## src/design/sbt_pkg.sv

```systemverilog
`timescale 1ns / 1ps
// Shared constants and types for the scan block tracker.
package sbt_pkg;

  localparam int TableEntries = 64;
  localparam int IdxW = (TableEntries > 1) ? $clog2(TableEntries) : 1;
  localparam int CntW = $clog2(TableEntries + 1);
  localparam int QueueDepth = 2;

  localparam logic [31:0] AllOnes = 32'hFFFF_FFFF;

  typedef enum logic [1:0] {
    KIND_CHECK   = 2'd0,
    KIND_ATTEMPT = 2'd1,
    KIND_BLOCK   = 2'd2,
    KIND_UNBLOCK = 2'd3
  } kind_t;

  typedef enum logic [2:0] {
    REG_WINDOW = 3'd0,
    REG_THRESH = 3'd1,
    REG_FIRST  = 3'd2,
    REG_SECOND = 3'd3,
    REG_LATER  = 3'd4
  } reg_idx_t;

  // Item as queued between front and back.
  typedef struct packed {
    kind_t       kind;
    logic [31:0] addr;
    logic [31:0] now;
    logic [31:0] mdur;
  } item_t;

  // One table row: address, attempts, window start, strikes, blocked, block end.
  localparam int RowW = 32 + 16 + 32 + 8 + 1 + 32;
  typedef struct packed {
    logic [31:0] addr;
    logic [15:0] attempts;
    logic [31:0] win_start;
    logic [7:0]  strikes;
    logic        blocked;
    logic [31:0] block_end;
  } row_t;

  function automatic logic [31:0] sat_end(input logic [31:0] now, input logic [31:0] dur);
    logic [32:0] s;
    s = {1'b0, now} + {1'b0, dur};
    return s[32] ? AllOnes : s[31:0];
  endfunction

endpackage

```

## src/design/sbt_front.sv

```systemverilog
`timescale 1ns / 1ps
// Front end: input beat acceptance and a short item queue.
module sbt_front import sbt_pkg::*; (
  input  logic        clk,
  input  logic        rst,
  input  logic        in_valid,
  output logic        in_ready,
  input  logic [1:0]  kind,
  input  logic [31:0] source_address,
  input  logic [31:0] now_seconds,
  input  logic [31:0] manual_duration,
  output logic        q_valid,
  input  logic        q_pop,
  output item_t       q_item
);
  item_t slots [QueueDepth];
  logic  rd_ptr, wr_ptr;
  logic [1:0] count;
  logic push, pop;

  assign in_ready = (count != 2'(QueueDepth));
  assign push = in_valid && in_ready;
  assign pop = q_pop && q_valid;
  assign q_valid = (count != 2'd0);
  assign q_item = slots[rd_ptr];

  always_ff @(posedge clk) begin
    if (push) begin
      slots[wr_ptr] <= '{kind: kind_t'(kind), addr: source_address,
                         now: now_seconds, mdur: manual_duration};
    end
    if (rst) begin
      rd_ptr <= 1'b0;
      wr_ptr <= 1'b0;
      count <= 2'd0;
    end else begin
      if (push) wr_ptr <= ~wr_ptr;
      if (pop) rd_ptr <= ~rd_ptr;
      count <= count + 2'(push) - 2'(pop);
    end
  end
endmodule

```

## config.mk

```make
export PLATFORM = sky130hd
export DESIGN_NAME = sbt_front
export DESIGN_NICKNAME = d
export VERILOG_FILES = /design/src/design/sbt_pkg.sv /design/src/design/sbt_front.sv
export SDC_FILE = /design/constraint.sdc
export NUM_CORES = 1
export LEC_CHECK = 0
export BUFFER_PORTS_ARGS = -buffer_cell sky130_fd_sc_hd__buf_2
export CAP_MARGIN = 10
export CORE_ASPECT_RATIO = 2
export CORE_MARGIN = 1.5
export CORE_UTILIZATION = 47
export DETAILED_ROUTE_END_ITERATION = 8
export GPL_TIMING_DRIVEN = 1
export PLACE_DENSITY = 0.76
export SLEW_MARGIN = 25
export SYNTH_ARGS = -nofsm -noshare
export SYNTH_HDL_FRONTEND = slang
export SYNTH_SLANG_ARGS = --single-unit
```

## constraint.sdc

```tcl
create_clock -name clk -period 6 [get_ports clk]
set_clock_uncertainty 0.05 [all_clocks]
set_input_delay 0.9 -clock clk [delete_from_list [all_inputs] [get_ports clk]]
set_output_delay 0.9 -clock clk [all_outputs]
set_load 0.005 [all_outputs]
```

==> reports/metrics.cfg <==
[cts]
cts_max_level=1
clk_latency_ns=0.46
ctsHoldBuffers=0
cts_sinks=201
cts_tree=yes
clock_tree.buffer_depth=3
postCtsSetupBuffers=0
clk_pin_slew_ns=0.06
cts-root-buf=clkbuf_16
cts_buffers=17
post_cts_resized=0

[critical_path]
critPathCapture=q_item[61]
crit_type=reg -> out
r2r-end=slots[0][73]
critical_path_arrival_ns=2.55
critPathRequiredTime_ns=5.05
start_kind=flop
endpoint_kind=output pin
r2r_cells=5
reg2reg_slack_ns=3.56
r2r-start=count[0]
crit_fanout=71

[yosys]
syn-instance-count=329
syn-cell-area_um2=7372
ys_seq_area_share_pct=81.19
yosysWarnings=0
yosysUniqueCellTypes=17
synth_nets=433
synth_seq_cells=201
postSynthAreaPerCell_um2=22.41

[floorplanning]
start_util_pct=48.20
floorplan.die_area_um2=16490
die_w_um=91.56
coreArea_um2=15290
num_io_pins=202
dieHeight_um=180.1
rows=64

[power_and_ir_drop]
ir_worst_vdd_v=0.0004115
finalPower_mw=3.579
p_per_area_nw_per_um2=394.5
leakage_nw=3.415

[timing]
slew-limit-headroom_pct=32.59
max_clock_freq_mhz=285.9
setup_viol=0
rsz0062_at_grt=false
slew_viol_final=0
finalCritPeriodShare_pct=58.30
hold_viol_final=0
worstMarginPinSlew_ns=1.011
tns_ns=0
min_period_ns=3.498

[place]
post-dp-hpwl_um=9544
dpl.cell_count=721
port_buffers=201
placed_area_um2=8592
gp_congestion=0.8163

[routing]
vias_per_cell=4.948
drc=0
final_antenna_net_count=0
wl_per_cell_um=18.30
routed_wl_um=13780
drtPass1Iterations=4
vias=3726
drt_iter0_markers=117

[final_layout]
layout_common_cells=201 x buf_2, 196 x edfxtp_1, 79 x mux2_2
final_cells=753
final_layout_size_suffix_gt1_share_pct=59.71
finalInstanceArea_um2=9074
layout_commonest_cell=buf_2
area_growth_pct=23.08
fin_nets=646

[global_routing]
use_met2_pct=32.06
overflow=0
grt_antenna_before_repair=5
grtUsageTotal_pct=16.50
top_usage_layer=met2
grt_pass1_vias=4128
use_met1_pct=15.28
grt_pass1_wl_um=20670
grt_max_degree=72
use_met3_pct=2.996

[run]
cap_violations=0

[hold_path]
min_path_type=reg -> reg

[run_status]
status=finished, final reports clean

worst min-delay path by stage:
stage          startpoint      to  cells past startpoint
6_report           rd_ptr    flop                      2
5_1_grt            rd_ptr    flop                      2
4_1_cts            rd_ptr    flop                      2
3_5_place_dp       rd_ptr    flop                      2
3_3_place_gp       rd_ptr  rd_ptr                      2
2_1_floorplan      rd_ptr    flop                      2
where the power goes:
group | internal, mW | switching, mW
clock | 0.518 | 0.438
combinational | 0.417 | 0.327
sequential | 1.77 | 0.113
total | 2.70 | 0.879
per-stage QoR:
stage,hold WS [ns],setup WS (ns),utilization (%)
detailed placement,0.4652,2.946,56.18
floorplan,0.4310,0.3309,-
finish,0.4783,2.502,59.33
CTS,0.4825,2.449,59.26
global placement,0.4532,3.011,56.18
global route,0.5196,2.354,59.33
worst max-delay path: stages (launching register included):
cell	delay (ns)
dfxtp_4	1.01
buf_4	0.50
mux2_2	0.38
buf_2	0.13
area by class of cell:
| cell class | count | area (um2) |
|---|---|---|
| repair buffers | 205 | 1036 |
| diodes | 4 | 10.01 |
| fillers | 1162 | 6221 |
| well taps | 198 | 247.7 |
| clock inverters | 8 | 35.03 |
| multi-input cells | 116 | 1315 |
| flip-flops and latches | 201 | 5989 |
| clock buffers | 20 | 436.7 |
| inverters | 1 | 3.754 |
cells by family (layout without fill, tap and decap cells):
kind of cell	count (synthesis)	count (layout)	synth area share (%)
flip-flops	201	201	81.19
other	0	4	0
AND/OR/NAND/NOR	11	11	0.7299
XOR/XNOR	3	3	0.3565
buffers and inverters	12	234	1.137
AO/OA/AOI/OAI	1	1	0.1019
adder cells (fa/ha/maj)	2	2	0.3394
multiplexers	99	99	16.14
synth_stat cells:
library cell / instances / area share [%]
edfxtp_1: 196 / 80
mux2_2: 79 / 12
mux2_4: 20 / 4.1
buf_2: 7 / 0.48
dfxtp_1: 5 / 1.4
nor2_1: 5 / 0.25
buf_6: 4 / 0.61
ha_1: 2 / 0.34
nor2b_1: 2 / 0.17
xnor2_1: 2 / 0.24
and3_1: 1 / 0.085
inv_1: 1 / 0.051
nand2_1: 1 / 0.051
nand2b_1: 1 / 0.085
o21a_1: 1 / 0.10
or2_2: 1 / 0.085
xor2_1: 1 / 0.12
routing by layer:
layer | wire length (um) | vias up | share of wire (%)
met2 | 8028 | 156 | 58
met3 | 808 | 46 | 5.9
met5 | 13 | - | 0.094
met1 | 4286 | 1792 | 31
li1 | - | 1730 | -
met4 | 643 | 2 | 4.7
flip-flops by register name, summed over array words and instances (netlist names), named ones only:
signal	cells
rd_ptr	1
count	2
slots	196
wr_ptr	1
Power figures use the tool's default switching activity.
